**config.mk**
```make
export PLATFORM = sky130hd
export DESIGN_NAME = mpe_front
export DESIGN_NICKNAME = d
export VERILOG_FILES = /design/src/rtl/mandelbrot_pixel_escape_defines.svh /design/src/rtl/mpe_pkg.sv /design/src/rtl/mpe_front.sv
export SDC_FILE = /design/constraint.sdc
export NUM_CORES = 2
export LEC_CHECK = 0
export ABC_AREA = 1
export BUFFER_PORTS_ARGS = -buffer_cell sky130_fd_sc_hd__buf_2
export CAP_MARGIN = 30
export CORE_MARGIN = 2
export CORE_UTILIZATION = 30
export CTS_CLUSTER_DIAMETER = 80
export DETAILED_ROUTE_END_ITERATION = 8
export PLACE_DENSITY = 0.5
export SETUP_SLACK_MARGIN = 0.2
export SLEW_MARGIN = 0
export SYNTH_ARGS = -nofsm -noshare
export SYNTH_HDL_FRONTEND = slang
export SYNTH_SLANG_ARGS = --single-unit
```
**constraint.sdc**
```tcl
create_clock -name clk -period 16.5 [get_ports clk]
set_input_delay 2.475 -clock clk [delete_from_list [all_inputs] [get_ports clk]]
set_output_delay 2.475 -clock clk [all_outputs]
set_load 0.02 [all_outputs]
```
**src/rtl/mandelbrot_pixel_escape_defines.svh**
```systemverilog
// ----------------------------------------------------------------------------
// Mandelbrot pixel escape assertion macros
// Shared concurrent assertion forms, clocked on clk and disabled in rst.
// ----------------------------------------------------------------------------
`ifndef MANDELBROT_PIXEL_ESCAPE_DEFINES_SVH
`define MANDELBROT_PIXEL_ESCAPE_DEFINES_SVH

// Check cons in the same cycle as ante.
`define MPE_ASSERT(label, ante, cons, msg) \
  label: assert property (@(posedge clk) disable iff (rst) (ante) |-> (cons)) \
    else $error(msg);

// Check cons in the cycle after ante.
`define MPE_ASSERT_NEXT(label, ante, cons, msg) \
  label: assert property (@(posedge clk) disable iff (rst) (ante) |=> (cons)) \
    else $error(msg);

`endif

```
**src/rtl/mpe_pkg.sv**
```systemverilog
// ----------------------------------------------------------------------------
// Mandelbrot pixel escape package
// Fixed point widths, limits, register indexes and shared types.
// ----------------------------------------------------------------------------
package mpe_pkg;

  // Fixed point format: signed, FRAC_BITS fraction bits
  localparam int FRAC_BITS = 28;
  localparam int Z_W       = FRAC_BITS + 5;       // holds +-8.0
  localparam int MAG_W     = FRAC_BITS + 4;       // magnitude up to 8.0
  localparam int PROD_W    = 2 * MAG_W;
  localparam int SQ_W      = PROD_W - FRAC_BITS;  // square after shift
  localparam int CRS_W     = SQ_W + 1;            // doubled cross term
  localparam int R2_W      = SQ_W + 1;
  localparam int ACC_W     = SQ_W + 8;            // sums before saturation

  localparam int PIX_W     = 12;
  localparam int STEP_W    = 29;
  localparam int ORG_W     = 31;
  localparam int ITER_W    = 16;
  localparam int CFG_W     = 31;
  localparam int CFG_IDX_W = 3;

  localparam int GREEN_W   = 6;
  localparam int BLUE_W    = 8;
  localparam int MOD_W     = 5;
  localparam logic [MOD_W-1:0] COLOR_MOD  = MOD_W'(25);
  localparam logic [MOD_W-1:0] MOD_TOP    = MOD_W'(24);
  localparam logic [BLUE_W-1:0] BLUE_MULT = BLUE_W'(6);

  localparam logic signed [ACC_W-1:0] LIM_ACC     = ACC_W'(64'sd8 <<< FRAC_BITS);
  localparam logic signed [ACC_W-1:0] NEG_LIM_ACC = -LIM_ACC;
  localparam logic [R2_W-1:0]         FOUR_R2     = R2_W'(64'd4 << FRAC_BITS);

  typedef enum logic [CFG_IDX_W-1:0] {
    REG_MAX_ITER   = 3'd0,
    REG_C_STEP_X   = 3'd1,
    REG_C_ORIGIN_X = 3'd2,
    REG_C_STEP_Y   = 3'd3,
    REG_C_ORIGIN_Y = 3'd4
  } mpe_reg_t;

  typedef enum logic {
    ST_IDLE,
    ST_RUN
  } mpe_state_t;

  // Pixel to plane mapping registers
  typedef struct packed {
    logic        [STEP_W-1:0] step_x;
    logic signed [ORG_W-1:0]  origin_x;
    logic        [STEP_W-1:0] step_y;
    logic signed [ORG_W-1:0]  origin_y;
  } mpe_map_t;

  // One point c waiting for iteration
  typedef struct packed {
    logic signed [Z_W-1:0] cx;
    logic signed [Z_W-1:0] cy;
  } mpe_point_t;

  // Clamp a wide sum to +-8.0
  function automatic logic signed [Z_W-1:0] sat_z(input logic signed [ACC_W-1:0] v);
    logic signed [ACC_W-1:0] c;
    if (v > LIM_ACC) begin
      c = LIM_ACC;
    end else if (v < NEG_LIM_ACC) begin
      c = NEG_LIM_ACC;
    end else begin
      c = v;
    end
    return c[Z_W-1:0];
  endfunction

  // Magnitude of a clamped coordinate
  function automatic logic [MAG_W-1:0] mag_z(input logic signed [Z_W-1:0] z);
    logic [Z_W-1:0] n;
    n = z[Z_W-1] ? -z : z;
    return n[MAG_W-1:0];
  endfunction

endpackage

```
**src/rtl/mpe_front.sv**
```systemverilog
// ----------------------------------------------------------------------------
// Mandelbrot pixel escape front end
// Take a pixel request, map it to the point c and hand it to the queue.
// ----------------------------------------------------------------------------
module mpe_front (
  input  logic                      clk,
  input  logic                      rst,
  input  logic                      start,
  input  logic [mpe_pkg::PIX_W-1:0] pixel_x,
  input  logic [mpe_pkg::PIX_W-1:0] pixel_y,
  input  mpe_pkg::mpe_map_t         map,
  input  logic                      q_full,
  output logic                      busy,
  output logic                      q_push,
  output mpe_pkg::mpe_point_t       q_data
);
  import mpe_pkg::*;

  localparam int P_W = PIX_W + STEP_W;

  logic                    hold_valid;
  mpe_point_t              hold_point;
  logic                    take;
  logic [P_W-1:0]          prod_x;
  logic [P_W-1:0]          prod_y;
  logic signed [ACC_W-1:0] acc_x;
  logic signed [ACC_W-1:0] acc_y;

  assign q_push = hold_valid && !q_full;
  assign busy   = hold_valid && q_full;
  assign take   = start && !busy;
  assign q_data = hold_point;

  always_comb begin
    prod_x = P_W'(pixel_x) * P_W'(map.step_x);
    prod_y = P_W'(pixel_y) * P_W'(map.step_y);
    acc_x  = signed'(ACC_W'(prod_x)) + ACC_W'(map.origin_x);
    acc_y  = signed'(ACC_W'(prod_y)) + ACC_W'(map.origin_y);
  end

  always_ff @(posedge clk) begin
    if (rst) begin
      hold_valid <= 1'b0;
    end else if (take) begin
      hold_valid <= 1'b1;
    end else if (q_push) begin
      hold_valid <= 1'b0;
    end
  end

  always_ff @(posedge clk) begin
    if (take) begin
      hold_point.cx <= sat_z(acc_x);
      hold_point.cy <= sat_z(acc_y);
    end
  end

endmodule

```
-- Yosys cells after proc, flatten, opt, wreduce, memory -nomap -nowiden
Index checks and enable logic that the tools add are counted.
- bits in registers: 67
- input port bits: 148
- output and inout port bits: 68
- logic and storage cells: 25
- add/sub/neg operators: 2
- $mul: 2
- order comparisons: 4
- muxes and demuxes: 4
- reduce and logical (&&, ||, !) cells: 8
- operators with widths (kind ; number):
    $add 42x31->43 ; 2
    $gt 43x33->1 const B ; 2
    $lt 43x32->1 const B ; 2
    $mul 12x29->41 ; 2
    $mux 33 ; 2
    $reduce_or 2->1 ; 2
    $logic_and 1x1->1 ; 3
    $logic_not 1->1 ; 2
    $mux 1 ; 2
    $reduce_bool 2->1 ; 1

-- Depth between registers and ports, before layout
- word-level depth: 4
- depth in mapped cells: 49
- depth with buffers taken out: 47

-- Worst setup path after synthesis
OpenSTA, ideal clock, no wires.
- path type: input-to-reg
- start point: input pixel_x[3] (netlist bit)
- end point: register hold_point, in the netlist q_data[37] (data pin)
- setup time: 259 ps
- data arrival time: 9118 ps
- path slack: 7123 ps
- stages on the path: 39
- buffers on the path: 3
- cells stage by stage: clkbuf_1 > clkbuf_1 > nand2_1 > fa_1 > fa_1 > inv_1 > fa_1 > fa_1 > inv_1 > fa_1 > inv_1 > ha_1 > a21oi_1 > inv_1 > a31oi_1 > o21ai_0 > a21oi_1 > o21ai_0 > [3 not listed] > ha_1 > nand2_1 > nor2_1 > inv_1 > nor2_1 > inv_1 > o21a_1 > nand3b_1 > nand2_1 > nand2_1 > nor2_1 > nand3_1 > nand2_1 > inv_1 > nand2_1 > nand2_2 > buf_6 > nor2_2
- cells in the longest elaborated chain, start to end: 4
- elaborated cells between the ends (all ways): 5
- those cells by class: 1 x add/sub; 1 x mul; 2 x order compare; 1 x reduce/logical
- ends and longest elaborated chain (what ; line ; source):
    start: declaration ; mpe_front.sv:9 ; input logic [mpe_pkg::PIX_W-1:0] pixel_x,
    $mul 12x29->41 * ; mpe_front.sv:35 ; prod_x = P_W'(pixel_x) * P_W'(map.step_x);
    $add 42x31->43 * ; mpe_front.sv:37 ; acc_x = signed'(ACC_W'(prod_x)) + ACC_W'(map.origin_x);
    $gt 43x33->1 or $lt 43x32->1 (tied branches) ; mpe_pkg.sv:65, mpe_pkg.sv:67 ;
    $reduce_or 2->1 (no source line) ; - ;
    end: declaration ; mpe_front.sv:22 ; mpe_point_t hold_point;
Mark *: on every way between the ends. The rest lies on a longest branch, timed or not.
A chain may end at the register's enable or synchronous reset.

-- Worst setup path in the final report
- start point: input pixel_x[6] (netlist bit)
- end point: register hold_point, in the netlist q_data[43] (data pin)
The elaborated chain is that of the path after synthesis.

==> reports/metrics.yaml <==
status: "completed"
rsz0062_at_grt: "false"
dp_slack_ps: 5690
synth-seq-cells: 67
die_area_um2: 109000
cts_tree: "built"
finalSetupTns_ps: 0
hold_buffers: 0
synth_edf_count: 66
synthArstFlopShare_pct: 0
slowest_stage: "fa_1"
ios: 216
ys.flop_type: "edfxtp_1"
die-height_um: 331
antenna_found_initial: 10
cp-end-kind: "flop"
clkSlewWorstSetupHoldPaths_ps: 60
clockBufferDepth: 2
viasPerCell: 4.52
post_drt_wl_per_cell_um: 15.7
finalCriticalPeriod_ps: 10490
syn_nets: 5665
synthesis.area_um2: 32000
nNetsFinal: 5756
finalClockSkew_ps: 5.86
layout-drive-gt1-share_pct: 6.83
clock_sinks: 67
fp.dieW_um: 331
drt_wl_total_mm: 97.7
syn2layout_area_growth_pct: 8.09
hpwlAfterDp_mm: 83.7
place_congestion: 0.901
start_kind: "input pin"
syn_avg_cell_area_um2: 6.77
max_freq_mhz: 95.3
cts_made_buffers: 9
cp_common_cell: "nand2_1"
final-hold-violation-count: 0
vias: 28135
grt_pass1_vias: 29523
portBuffers: 215
grt_usage_pct: 18.3
cap_violations: 0
synth.distinct_cells: 44
remaining_drc_errors: 0
final_common_cell: "nand2_1"
initial_core_util_pct: 30.4
min_period_over_period_pct: 63.6
synthCells: 4733
h-tree-depth: 3
rows: 119
hold_class: "flop to flop"
coreArea_um2: 106000
tightest_slew_ps: 886
grt_pass1_wl_mm: 159
grt_overflow: 0
ys_warn_count: 0
layout_setup_ws_ps: 6010
worstPathRequired_ps: 16670
cp_max_fo: 31
ant_nets: 0
critPathKind: "input pin to flop"
cts_resized: 0
drt-initial-drc-count: 1541
slew_violations: 0
slew_headroom_pct: 40.9
synth_top_area_share_pct: 33.9
firstDrtPassIters: 5
grt_max_degree: 67
setup_viol: 0
clock_latency_ps: 340
arrival_ps: 10670
post_cts_buffers: 0
slowest_delay_ps: 570
synth_area_leader_cell: "fa_1"
cts_root_buf: "clkbuf_16"
synth_seq_area_share_pct: 6.25
layout_common_cells: "1,633 x nand2_1, 1,236 x inv_1, 542 x fa_1, 268 x nor2_1, 242 x ha_1"
synth_area_leaders: "fa_1 34%, nand2_1 19%, inv_1 14%"
==> worst max-delay path, delay by kind of cell <==
| family | cells | cell delay (ps) |
|---|---|---|
| buf+inv | 5 | 740 |
| compound gates | 6 | 1370 |
| simple gates | 17 | 2620 |
| fa+ha+maj | 7 | 3290 |
| xor+xnor | 1 | 120 |
==> metal layers <==
metal | part of all wire, % | GRT usage [%] | up-vias
li1 | - | - | 13930
met1 | 47 | 24.8 | 13569
met2 | 47 | 31.7 | 545
met3 | 5.1 | 2.31 | 77
met4 | 1.2 | 2.43 | 14
met5 | 0.086 | 0 | -
==> metrics by stage <==
step	area [um^2]	hold slack, ps	std cells	utilization, %
floorplan	32000	448	4733	-
detailed placement	34300	465	6204	32.5
global placement	34300	465	6204	32.5
finish	34600	475	6223	32.8
global route	34600	512	6222	32.8
CTS	34600	476	6220	32.8
==> final cells by class <==
class                      count  area, um^2
clock buffer                   9         225
tap                         1391        1740
antenna                        3        7.51
fill                       11708       70900
sequential                    67        2000
inverter                    1240        4650
multi-input combinational   3290       24800
clock inverter                 7        82.6
timing repair buffer         216        1080
==> final timing paths <==
kind | from | endpoint | slack (ps) | cells past startpoint
hold reg to reg | hold_valid$_SDFFE_PP0P_ | hold_valid$_SDFFE_PP0P_ | 470 | 2
setup / recovery | pixel_x[6] | q_data[43]$_SDFFCE_PP0P_ | 6010 | 36
setup reg to reg | hold_valid$_SDFFE_PP0P_ | q_data[9]$_SDFFCE_PP0P_ | 14870 | 4
hold / removal | hold_valid$_SDFFE_PP0P_ | hold_valid$_SDFFE_PP0P_ | 470 | 2
==> registers in the layout, indices dropped and copies added, names as in the netlist <==
signal,flops
hold_valid,1
q_data,66
==> cells in the mapped netlist, drive strengths merged, types with 3 or more instances <==
library cell / number
ha: 242
clkinv: 3
xor2: 53
nand4: 30
o21ai: 54
and2: 6
a221oi: 4
xnor2: 35
nand2: 1642
edfxtp: 66
fa: 542
a21boi: 4
clkbuf: 116
nand3b: 37
o221ai: 3
a21o: 10
buf: 20
nor2: 342
o21bai: 7
nand3: 99
a31oi: 22
a21oi: 129
inv: 1237
o21a: 6
nor3: 11
==> cells by family (layout without fill, tap and decap cells) <==
| kind of cell | Yosys count | count (layout) | share of synthesized area [%] |
|---|---|---|---|
| adder cells (fa/ha/maj) | 784 | 784 | 43.3 |
| other | 0 | 3 | 0 |
| AND/OR/NAND/NOR | 2171 | 2171 | 27.4 |
| XOR/XNOR | 88 | 88 | 2.41 |
| buffers and inverters | 1376 | 1472 | 16.3 |
| AO/OA/AOI/OAI | 247 | 247 | 4.33 |
| flip-flops | 67 | 67 | 6.25 |
Power is left out: the tool's default activity adds up to more than one toggle a clock period on the data nets, which glitch-free logic cannot reach.
