<file path="src/rtl/mandelbrot_pixel_escape_defines.svh">
// ----------------------------------------------------------------------------
// Mandelbrot pixel escape assertion macros
// Shared concurrent assertion forms, clocked on clk and disabled in rst.
// ----------------------------------------------------------------------------
`ifndef MANDELBROT_PIXEL_ESCAPE_DEFINES_SVH
`define MANDELBROT_PIXEL_ESCAPE_DEFINES_SVH

// Check cons in the same cycle as ante.
`define MPE_ASSERT(label, ante, cons, msg) \
  label: assert property (@(posedge clk) disable iff (rst) (ante) |-> (cons)) \
    else $error(msg);

// Check cons in the cycle after ante.
`define MPE_ASSERT_NEXT(label, ante, cons, msg) \
  label: assert property (@(posedge clk) disable iff (rst) (ante) |=> (cons)) \
    else $error(msg);

`endif

</file>
<file path="src/rtl/mpe_pkg.sv">
// ----------------------------------------------------------------------------
// Mandelbrot pixel escape package
// Fixed point widths, limits, register indexes and shared types.
// ----------------------------------------------------------------------------
package mpe_pkg;

  // Fixed point format: signed, FRAC_BITS fraction bits
  localparam int FRAC_BITS = 28;
  localparam int Z_W       = FRAC_BITS + 5;       // holds +-8.0
  localparam int MAG_W     = FRAC_BITS + 4;       // magnitude up to 8.0
  localparam int PROD_W    = 2 * MAG_W;
  localparam int SQ_W      = PROD_W - FRAC_BITS;  // square after shift
  localparam int CRS_W     = SQ_W + 1;            // doubled cross term
  localparam int R2_W      = SQ_W + 1;
  localparam int ACC_W     = SQ_W + 8;            // sums before saturation

  localparam int PIX_W     = 12;
  localparam int STEP_W    = 29;
  localparam int ORG_W     = 31;
  localparam int ITER_W    = 16;
  localparam int CFG_W     = 31;
  localparam int CFG_IDX_W = 3;

  localparam int GREEN_W   = 6;
  localparam int BLUE_W    = 8;
  localparam int MOD_W     = 5;
  localparam logic [MOD_W-1:0] COLOR_MOD  = MOD_W'(25);
  localparam logic [MOD_W-1:0] MOD_TOP    = MOD_W'(24);
  localparam logic [BLUE_W-1:0] BLUE_MULT = BLUE_W'(6);

  localparam logic signed [ACC_W-1:0] LIM_ACC     = ACC_W'(64'sd8 <<< FRAC_BITS);
  localparam logic signed [ACC_W-1:0] NEG_LIM_ACC = -LIM_ACC;
  localparam logic [R2_W-1:0]         FOUR_R2     = R2_W'(64'd4 << FRAC_BITS);

  typedef enum logic [CFG_IDX_W-1:0] {
    REG_MAX_ITER   = 3'd0,
    REG_C_STEP_X   = 3'd1,
    REG_C_ORIGIN_X = 3'd2,
    REG_C_STEP_Y   = 3'd3,
    REG_C_ORIGIN_Y = 3'd4
  } mpe_reg_t;

  typedef enum logic {
    ST_IDLE,
    ST_RUN
  } mpe_state_t;

  // Pixel to plane mapping registers
  typedef struct packed {
    logic        [STEP_W-1:0] step_x;
    logic signed [ORG_W-1:0]  origin_x;
    logic        [STEP_W-1:0] step_y;
    logic signed [ORG_W-1:0]  origin_y;
  } mpe_map_t;

  // One point c waiting for iteration
  typedef struct packed {
    logic signed [Z_W-1:0] cx;
    logic signed [Z_W-1:0] cy;
  } mpe_point_t;

  // Clamp a wide sum to +-8.0
  function automatic logic signed [Z_W-1:0] sat_z(input logic signed [ACC_W-1:0] v);
    logic signed [ACC_W-1:0] c;
    if (v > LIM_ACC) begin
      c = LIM_ACC;
    end else if (v < NEG_LIM_ACC) begin
      c = NEG_LIM_ACC;
    end else begin
      c = v;
    end
    return c[Z_W-1:0];
  endfunction

  // Magnitude of a clamped coordinate
  function automatic logic [MAG_W-1:0] mag_z(input logic signed [Z_W-1:0] z);
    logic [Z_W-1:0] n;
    n = z[Z_W-1] ? -z : z;
    return n[MAG_W-1:0];
  endfunction

endpackage

</file>
<file path="src/rtl/mpe_queue.sv">
// ----------------------------------------------------------------------------
// Mandelbrot pixel escape point queue
// Short first-in first-out store of mapped points between front and back.
// ----------------------------------------------------------------------------
`include "mandelbrot_pixel_escape_defines.svh"

module mpe_queue #(
  parameter int DEPTH = 2
) (
  input  logic                clk,
  input  logic                rst,
  input  logic                push,
  input  mpe_pkg::mpe_point_t push_data,
  input  logic                pop,
  output mpe_pkg::mpe_point_t pop_data,
  output logic                full,
  output logic                empty
);
  import mpe_pkg::*;

  localparam int PTR_W = (DEPTH > 1) ? $clog2(DEPTH) : 1;
  localparam int CNT_W = $clog2(DEPTH + 1);

  mpe_point_t       slots [DEPTH];
  logic [PTR_W-1:0] wr_ptr;
  logic [PTR_W-1:0] rd_ptr;
  logic [CNT_W-1:0] count;

  assign full     = (count == CNT_W'(DEPTH));
  assign empty    = (count == '0);
  assign pop_data = slots[rd_ptr];

  always_ff @(posedge clk) begin
    if (rst) begin
      wr_ptr <= '0;
      rd_ptr <= '0;
      count  <= '0;
    end else begin
      if (push) begin
        wr_ptr <= (wr_ptr == PTR_W'(DEPTH - 1)) ? '0 : wr_ptr + 1'b1;
      end
      if (pop) begin
        rd_ptr <= (rd_ptr == PTR_W'(DEPTH - 1)) ? '0 : rd_ptr + 1'b1;
      end
      if (push && !pop) begin
        count <= count + 1'b1;
      end else if (pop && !push) begin
        count <= count - 1'b1;
      end
    end
  end

  always_ff @(posedge clk) begin
    if (push) begin
      slots[wr_ptr] <= push_data;
    end
  end

  `MPE_ASSERT(a_no_push_when_full, push, !full, "queue push while full")
  `MPE_ASSERT(a_no_pop_when_empty, pop, !empty, "queue pop while empty")

endmodule

</file>
<file path="config.mk">
export PLATFORM = sky130hd
export DESIGN_NAME = mpe_queue
export DESIGN_NICKNAME = d
export VERILOG_FILES = /design/src/rtl/mpe_pkg.sv /design/src/rtl/mpe_queue.sv
export VERILOG_INCLUDE_DIRS = /design/src /design/src/rtl
export SDC_FILE = /design/constraint.sdc
export NUM_CORES = 1
export LEC_CHECK = 0
export BUFFER_PORTS_ARGS = -buffer_cell sky130_fd_sc_hd__buf_2
export CAP_MARGIN = 20
export CORE_MARGIN = 5
export CORE_UTILIZATION = 52
export DETAILED_ROUTE_END_ITERATION = 8
export PLACE_DENSITY = 0.79
export SYNTH_ARGS = -nofsm -noshare
export SYNTH_HDL_FRONTEND = slang
export SYNTH_SLANG_ARGS = --single-unit
</file>
<file path="constraint.sdc">
create_clock -name clk -period 5.2 [get_ports clk]
set_clock_uncertainty 0.05 [all_clocks]
set_input_delay 1.04 -clock clk [delete_from_list [all_inputs] [get_ports clk]]
set_output_delay 1.04 -clock clk [all_outputs]
set_load 0.1 [all_outputs]
</file>
Yosys cells after proc, flatten, opt, wreduce, memory -nomap -nowiden
Memories as Yosys holds them, arrays and structs flattened. A register that Yosys moved wholly into a read port is not among the register bits.
Index checks and enable logic that the tools add are counted.
Storage, ports and cells
  bits in registers: 4
  RAM bits: 132
  input bits: 70
  word-level logic and storage cells: 23
  memories: 1
Operators by class
  add/subtract/negate cells: 4
  eq/ne operators: 1
  multiplexer cells: 8
  reductions and logical operators: 6
Memories
  slots: words 2, bits a word 66, read ports 1, clocked after Yosys merged registers in 1, write ports 1, line mpe_queue.sv:24  | mpe_point_t slots [DEPTH];
Operator list (count)
  1-bit 2-to-1 mux: 6
  2-bit 2-to-1 mux: 2
  1-bit adder, second input constant: 2
  2-bit by 1-bit adder with 2-bit output, second input constant: 1
  2-bit == test, second input constant: 1
  1-bit logical AND: 2
  1-bit zero test: 2
  2-bit zero test: 1
  2-bit nonzero test: 1
  2-bit by 1-bit subtractor with 2-bit output, second input constant: 1

Logic depth before layout (Yosys ltp)
Gate-level depths: netlist (run 1).
  depth after elaboration: 4
  mapped depth: 5

Worst setup path after synthesis (run 1)
No wires, ideal clock.
  path type: input port to flip-flop
  from: input port push
  to: memory slots[0][0] (netlist bit), enable pin
  library setup time: 498 ps
  arrival: 3940 ps
  data required time: 4652 ps
  slack: 712 ps
  stages on the path: 1
  path buffers: 0
  cell sequence: nor2b_1
Between the ends
  cells in the longest elaborated chain, start to end: 2
Ends and longest elaborated chain
  start: declaration: line mpe_queue.sv:12  | input logic push,
  1-bit 2-to-1 mux: line mpe_queue.sv:54  | if (push) begin
  1-bit 2-to-1 mux (implied by the code): line mpe_queue.sv:55  | slots[wr_ptr] <= push_data;
  end: declaration: line mpe_queue.sv:24
Every way passes these cells.

==> impl.org, run 1 <==
** Timing
- Portion of the clock cycle consumed by the worst path in the final layout :: 67.3%
- Total Neg Setup Slack :: 0 ns
- Final hold analysis gives a worst-case slack of 0.460 ns.
- Setup violations remaining at the end of the flow were counted as 0.
- Final Critical Period :: 3.50 ns
- Hold violation total from the final report :: 0
- At the pin with the least slew margin, the transition time is 0.702 ns.
- Relative max-transition margin :: 53.1%
- Setup repair after global routing left no endpoint under its margin.
- Based on the critical path, the design can be clocked at up to 286 MHz.
- The max-slew violation count came to 0.

** Logic synthesis
- The cell area that synthesis handed to floorplanning was 4980 um2.
- Mapped Cells :: 227
- Of the total synthesized cell area, the portion taken by full adders, half adders and majority gates is 0.251%.
- Mux cell area share after synthesis :: 14.9%
- Net count of the mapped netlist :: 298
- For this run, the register share of the synthesized area comes to 81.6%.
- The synthesized netlist devotes 0.201% of its cell area to compound gates.
- Dominant combinational cell family by area after synthesis :: multiplexers
- A synthesized cell averages 21.9 um2.
- Summing the areas of all xor and xnor instances in the mapped netlist gives 0.704% of the synthesized area.
- During synthesis, Yosys emitted a total of 0 warnings.
- Summing the areas of all and, or, nand and nor instances in the mapped netlist gives 0.930% of the synthesized area.
- Unique masters post-synth :: 17
- In this run, synthesis produced a sequential element count of 137.

** CTS
- The longest clock path from root to sink contains 2 buffers.
- Clock latency reported for the late side of the worst-skew pair :: 0.49 ns
- TritonCTS built the clock tree.
- Clk sink count :: 137
- Total CTS buffers :: 17
- Hold buffers post-CTS :: 0
- Clock tree synthesis selected as its root buffer the cell sky130_fd_sc_hd__clkbuf_8.
- Post-CTS repair changed the size of 0 cells.
- Post-CTS setup-driven buffer insertion count :: 0
- Number of H-tree levels :: 4
- After clock tree synthesis, the clock-pin slew on the worst setup and hold paths is 0.06 ns.

** Layout
- The layout has 628 filler cells.
- Fraction of final layout cells with drive strength greater than 1 :: 61.4%
- In the final design database the tool counted 452 nets.
- Fin util :: 69.5%
- In the layout the commonest cells are sky130_fd_sc_hd__buf_2 (137), sky130_fd_sc_hd__edfxtp_1 (132), sky130_fd_sc_hd__mux2_2 (66).
- Final antenna diode count :: 0
- Area Growth Syn to Fin :: 29.6%
- Commonest non-fill, non-tap cell in the layout :: sky130_fd_sc_hd__buf_2

** Detailed routing
- Via count :: 2514
- Via-per-instance ratio :: 4.81
- For this block, the initial DRC count from the detailed router was 91.
- Antenna-violating nets left :: 0
- After detailed routing, the number of remaining DRC violations is 0.
- Dividing the detail-routed wire length by the instance count gives 17.0 um.
- Drt first pass iters :: 4
- Final wirelength :: 8890 um

** Global route
- The initial antenna violation count is 1.
- For this run the aggregate overflow at the end of global routing stands at 0.
- Entering global routing, the biggest net connects 44 pins.
- Global routing used 16.1% of the available tracks.
- The first global-routing pass estimated 13900 um of wire.
- Via count of the first global-routing pass :: 2709

** Worst hold path
- Class of the most critical hold timing path :: flop to flop

** Floorplan
- The die covers 11600 um2.
- Count of standard-cell rows :: 35
- Initial core utilization :: 53.6%
- Vertical extent of the die :: 108 um
- During I/O placement, the number of pins put on the boundary was 138.
- Placeable core region :: 9280 um2
- The floorplan step set the die width to 108 um.

** Pwr
- Pwr Density :: 496 nW/um2
- The worst-case IR drop observed on VDD is 306 uV.
- Final total power :: 3.20 mW
- The analysis attributes to cell leakage a power of 2.45 nW.

** Run
- Max-cap violations :: 0

** Setup path
- The worst setup path is captured at an output pin.
- At the worst endpoint, the required time is 4.11 ns.
- The worst setup path is of the flop to output pin kind.
- STA classifies the critical path startpoint as a flop.
- Biggest fanout along the worst timing path :: 28
- Arrival time at the worst endpoint :: 2.41 ns

** Placed design
- Summed over all nets, the half-perimeter wirelength after detailed placement is 5840 um.
- Port Buffer Count :: 137
- Global placer's final weighted congestion :: 0.760

** Run status
- The flow ran to the end, and the final reports show no timing, DRC or antenna violations.
logic make-up (layout without fill, tap and decap cells):
logic type	Yosys count	count (layout)
xor gates and xnor gates	4	4
adders and majority gates	1	1
and+or+nand+nor	9	9
buffers and inverters	8	175
DFF	137	137
muxes	66	66
AOI/OAI and AO/OA	2	2
worst paths after layout:
path               start      endpoint  slack (ns)  depth (start not counted)
setup / recovery    flop  pop_data[53]        1.70                          4
hold / removal    rd_ptr        rd_ptr        0.46                          2
setup reg to reg  wr_ptr  slots[0][28]        3.22                          2
hold reg to reg   rd_ptr        rd_ptr        0.46                          2
worst max-delay path, cell delays in order (launching register included):
cell and delay, ns:
sky130_fd_sc_hd__dfxtp_2 0.70, sky130_fd_sc_hd__buf_12 0.27, sky130_fd_sc_hd__buf_4 0.27, sky130_fd_sc_hd__mux2_2 0.37, sky130_fd_sc_hd__buf_2 0.29
metal layers:
metal | up-vias | global-route usage [%] | part of all wire (%)
met5 | - | 0 | 0.15
li1 | 1202 | - | -
met1 | 1199 | 20.7 | 44
met2 | 103 | 25.4 | 47
met4 | 2 | 4.87 | 0.53
met3 | 8 | 6.06 | 7.9
cells in the mapped netlist:
cell | n | area (um2)
sky130_fd_sc_hd__and2b_2 | 1 | 8.76
sky130_fd_sc_hd__nor2_1 | 5 | 18.8
sky130_fd_sc_hd__xnor2_1 | 2 | 17.5
sky130_fd_sc_hd__and2_1 | 1 | 6.26
sky130_fd_sc_hd__mux2_2 | 66 | 743
sky130_fd_sc_hd__dfxtp_1 | 5 | 100
sky130_fd_sc_hd__buf_6 | 4 | 45.0
sky130_fd_sc_hd__xor2_1 | 2 | 17.5
sky130_fd_sc_hd__inv_1 | 1 | 3.75
sky130_fd_sc_hd__nor2b_1 | 1 | 6.26
sky130_fd_sc_hd__o21ai_0 | 1 | 5.00
sky130_fd_sc_hd__or3_1 | 1 | 6.26
sky130_fd_sc_hd__a21oi_1 | 1 | 5.00
sky130_fd_sc_hd__ha_1 | 1 | 12.5
sky130_fd_sc_hd__edfxtp_1 | 132 | 3960
sky130_fd_sc_hd__buf_2 | 2 | 10.0
sky130_fd_sc_hd__buf_4 | 1 | 7.51
state kept, by name, indices dropped and copies added, names as in the netlist, named ones only:
register	count
slots	132
count	2
rd_ptr	1
wr_ptr	1
final cells by class:
class	instances	area, um2	share of cell area [%]
clock buffers	18	418	6.48
clock inverters	14	196	3.05
inverters	1	3.75	0.0582
multi-input cells	82	856	13.3
flip-flops and latches	137	4070	63.0
well taps	129	161	2.50
repair buffers	142	748	11.6
report_power, final:
group / switching, mW / total (mW) / internal [mW]
sequential: 0.0241 / 1.31 / 1.29
clock: 0.440 / 1.22 / 0.782
combinational: 0.539 / 0.666 / 0.126
total: 1.00 / 3.20 / 2.20
through the flow:
step | area, um2 | setup slack [ns] | cells
2_1_floorplan | 4980 | 0.712 | 227
3_3_place_gp | 5790 | 1.95 | 489
3_5_place_dp | 5810 | 2.18 | 490
4_1_cts | 6430 | 1.63 | 522
5_1_grt | 6450 | 1.55 | 523
6_report | 6450 | 1.70 | 523
No activity file was read; power rests on OpenSTA's default activity.
==> run 2, diff against run 1 <==
- ABC_AREA: unset -> 1
- clock period: 5.2 -> 3.3 ns (I/O delays scaled with it)
==> impl.org, run 2 <==
** Run status
- The run finished with clean final reports.

** Timing
- Adding up every negative setup slack in the final design gives 0 ns.
- Unrepaired setup endpoints after global routing :: false
- Final setup vio count :: 0
- Post-Route Hold Slack :: 0.289 ns
- Portion of the clock cycle consumed by the worst path in the final layout :: 79.7%
- Fmax achieved :: 380 MHz
- Hold violation total from the final report :: 0
- The worst path needs 2.63 ns of the cycle, external delays included.
- Relative max-transition margin :: 51.3%
- Number of slew-limit violations in the final report :: 0
- Slew at the pin closest to its max-slew limit :: 0.729 ns

** Setup path
- Biggest fanout along the worst timing path :: 27
- Cell type group with the largest total delay on the critical path :: buffers and inverters
- The largest single stage delay on the critical path is 0.39 ns.
- The critical path contains buffers and inverters numbering 2 combined.
- Kind of start point of the critical path :: flop
- Endpoint type of the worst setup path :: output pin
- For the worst setup path, the data arrival time is 1.92 ns.
- Among all stages on the critical path, the largest delay is contributed by sky130_fd_sc_hd__mux2_2.
- Critical path type :: flop to output pin
- Worst EP required :: 2.59 ns
- The critical path goes through buf_4 -> mux2_2 -> buf_2.

** Pwr
- Total power for the finished layout comes to 4.78 mW.
- Peak supply drop :: 356 uV
- Pwr Density :: 727 nW/um2
- Static leakage power :: 2.60 nW

** Logic synthesis
- Of the post-synthesis cell area, the dominant cell type holds 77.0%.
- Of the synthesized area, sequential elements account for 78.9%.
- Unique masters post-synth :: 16
- Prevailing post-synth register cell :: sky130_fd_sc_hd__edfxtp_1
- Cell types with the highest counts after synthesis :: sky130_fd_sc_hd__edfxtp_1 (132), sky130_fd_sc_hd__mux2_4 (40), sky130_fd_sc_hd__mux2_2 (26)
- YS warnings :: 0
- Summing the areas of all compound-gate instances in the mapped netlist gives 0.194% of the synthesized area.
- Mux cell area share after synthesis :: 17.3%
- In this run, synthesis produced a sequential element count of 137.
- Net count of the mapped netlist :: 309
- Share of flip-flops with an asynchronous set or reset after synthesis :: 0%
- Synth Area in Simple Gates :: 1.19%
- Post-synthesis cell area :: 5150 um2
- Largest cells by area after synthesis :: sky130_fd_sc_hd__edfxtp_1 (77%), sky130_fd_sc_hd__mux2_4 (12%), sky130_fd_sc_hd__mux2_2 (5.7%)
- Average size of a mapped cell :: 21.6 um2
- sky130_fd_sc_hd__edfxtp_1 is the most common cell in the netlist.
- Yosys top cell by area :: sky130_fd_sc_hd__edfxtp_1
- Synthesized-area fraction occupied by xor and xnor cells :: 0.170%
- Number of flops mapped to enable cells by yosys :: 132
- After Yosys synthesis, full adders, half adders and majority gates account for 0.243% of the synthesized area.
- Dominant combinational cell family by area after synthesis :: multiplexers
- Mapped Cells :: 238

** Layout
- Most flops, register :: slots
- The library cell used most frequently in the layout, excluding fill and tap cells, is sky130_fd_sc_hd__buf_2.
- 0 antenna diodes ended up in the layout.
- Largest registers in the final layout :: slots x132, count x2
- After the last flow step, the layout net total stands at 463.
- Flip-flop count of the largest register, all copies and words added :: 132
- Number of inserted filler cells in the final layout :: 688
- Cells with a size suffix above 1 make up 59.4% of the layout.
- Top library cells by usage in the layout, fill and taps aside :: sky130_fd_sc_hd__buf_2 (137), sky130_fd_sc_hd__edfxtp_1 (132), sky130_fd_sc_hd__mux2_4 (40)
- Cells fill 67.7% of the core in the end.
- From synthesis to final layout, the design area changed by 27.8%.

** CTS
- Buffers inserted during clock tree synthesis total 17.
- TritonCTS built the clock tree.
- Post-CTS repair changed the size of 0 cells.
- Hold buffers post-CTS :: 0
- Clock latency reported for the late side of the worst-skew pair :: 0.51 ns
- Number of buffers on the longest clock path :: 2
- Clock input transition at the sequential cells of the worst setup and hold paths :: 0.06 ns
- Root Driver :: sky130_fd_sc_hd__clkbuf_8
- Number of H-tree levels :: 4
- Clock tree synthesis found a total of 137 sinks.
- Post-CTS setup-driven buffer insertion count :: 0

** Detailed routing
- The routed layout has 2639 vias.
- Via-per-instance ratio :: 4.91
- Wl on met1 :: 3520 um
- Length of routed met2 wiring :: 4580 um
- Drt first pass iters :: 4
- In the routed design, unresolved DRC markers number 0.
- Final wirelength :: 9070 um
- Dividing the detail-routed wire length by the instance count gives 16.9 um.
- After the first detailed-routing iteration, the DRC count stood at 117.
- Routed length on met3 :: 868 um
- The count of nets left with antenna violations once routing finished came out at 0.
- Signal routing reaches up to met4.

** Floorplan
- In this run the count of I/O pins placed on the die edge is 138.
- Initial core utilization :: 52.9%
- In this run the standard cell core region covers 9730 um2.
- Overall die width :: 110 um
- The die is 110 um tall.
- The die covers 12000 um2.
- The floorplan has 36 rows.

** Global route
- The first global-routing pass estimated 13600 um of wire.
- Global routing used 15.7% of the available tracks.
- Via count of the first global-routing pass :: 2741
- The initial antenna violation count came to 0.
- After global routing the overflow that remains totals 0.
- Entering global routing, the biggest net connects 51 pins.

** Run
- Max-cap violations in this run came to 0.

** Placed design
- After legalization and detailed placement, the total HPWL measured 6200 um.
- Global placer's final weighted congestion :: 0.689
- Port Buffer Count :: 137

** Worst hold path
- The path class of the tightest hold or removal check is primary input to flop.
[run 2: changes by cell type in the layout (fill, tap and decap cells not counted), sizes merged, moves of 2 or more]
cell,previous run,this run
inv,3,9
nand2,0,5
clkinvlp,2,5
bufinv,4,2
nor2,5,7
xor2,2,0
[run 2: final cells by class]
type	count	area, um2	area share (%)
Sequential cell	137	4070	61.8
Multi-Input combinational cell	85	993	15.1
Timing Repair Buffer	142	773	11.7
Clock buffer	17	414	6.29
Tap cell	133	166	2.53
Clock inverter	14	134	2.03
Inverter	9	33.8	0.513
[run 2: worst register-to-register path: cells and delay by family, from the launching register on]
kind,cells,cell delay (ns)
buf+inv,1,0.28
simple gates,1,0.59
flops,1,0.34
[run 2: cells by family (layout without fill, tap and decap cells)]
group / count (synthesis) / after routing
AOI/OAI and AO/OA: 2 / 2
muxes: 66 / 66
and+or+nand+nor: 15 / 15
adders and majority gates: 1 / 1
buffers and inverters: 16 / 182
DFF: 137 / 137
xor gates and xnor gates: 1 / 1
[run 2: layer usage]
| metal | global-route usage [%] | vias up |
|---|---|---|
| met4 | 6.14 | 0 |
| met1 | 18.2 | 1286 |
| met3 | 6.69 | 11 |
| li1 | - | 1238 |
| met5 | 0 | - |
| met2 | 25.7 | 104 |
[run 2: where the power goes]
group          switching (mW)  internal, mW  total (mW)  leakage, nW
Combinational           0.811         0.223        1.03         1.06
Sequential             0.0257          2.01        2.04         1.28
Clock                   0.654          1.06        1.71        0.256
[run 2: path summary, 6_finish.rpt]
check / start / to / slack [ns] / cells past startpoint
min reg2reg: rd_ptr / flop / 0.46 / 2
max reg2reg: wr_ptr / slots[0][44] / 1.73 / 2
min: push_data[3] / slots[1][3] / 0.29 / 1
max: flop / pop_data[64] / 0.67 / 3
[run 2: per-stage QoR]
step | instance area (um2) | setup WS, ns | instances
2_1_floorplan | 5150 | 0.433 | 238
3_3_place_gp | 6030 | 1.21 | 506
3_5_place_dp | 6030 | 1.18 | 506
4_1_cts | 6580 | 0.623 | 537
5_1_grt | 6580 | 0.593 | 537
6_report | 6580 | 0.669 | 537
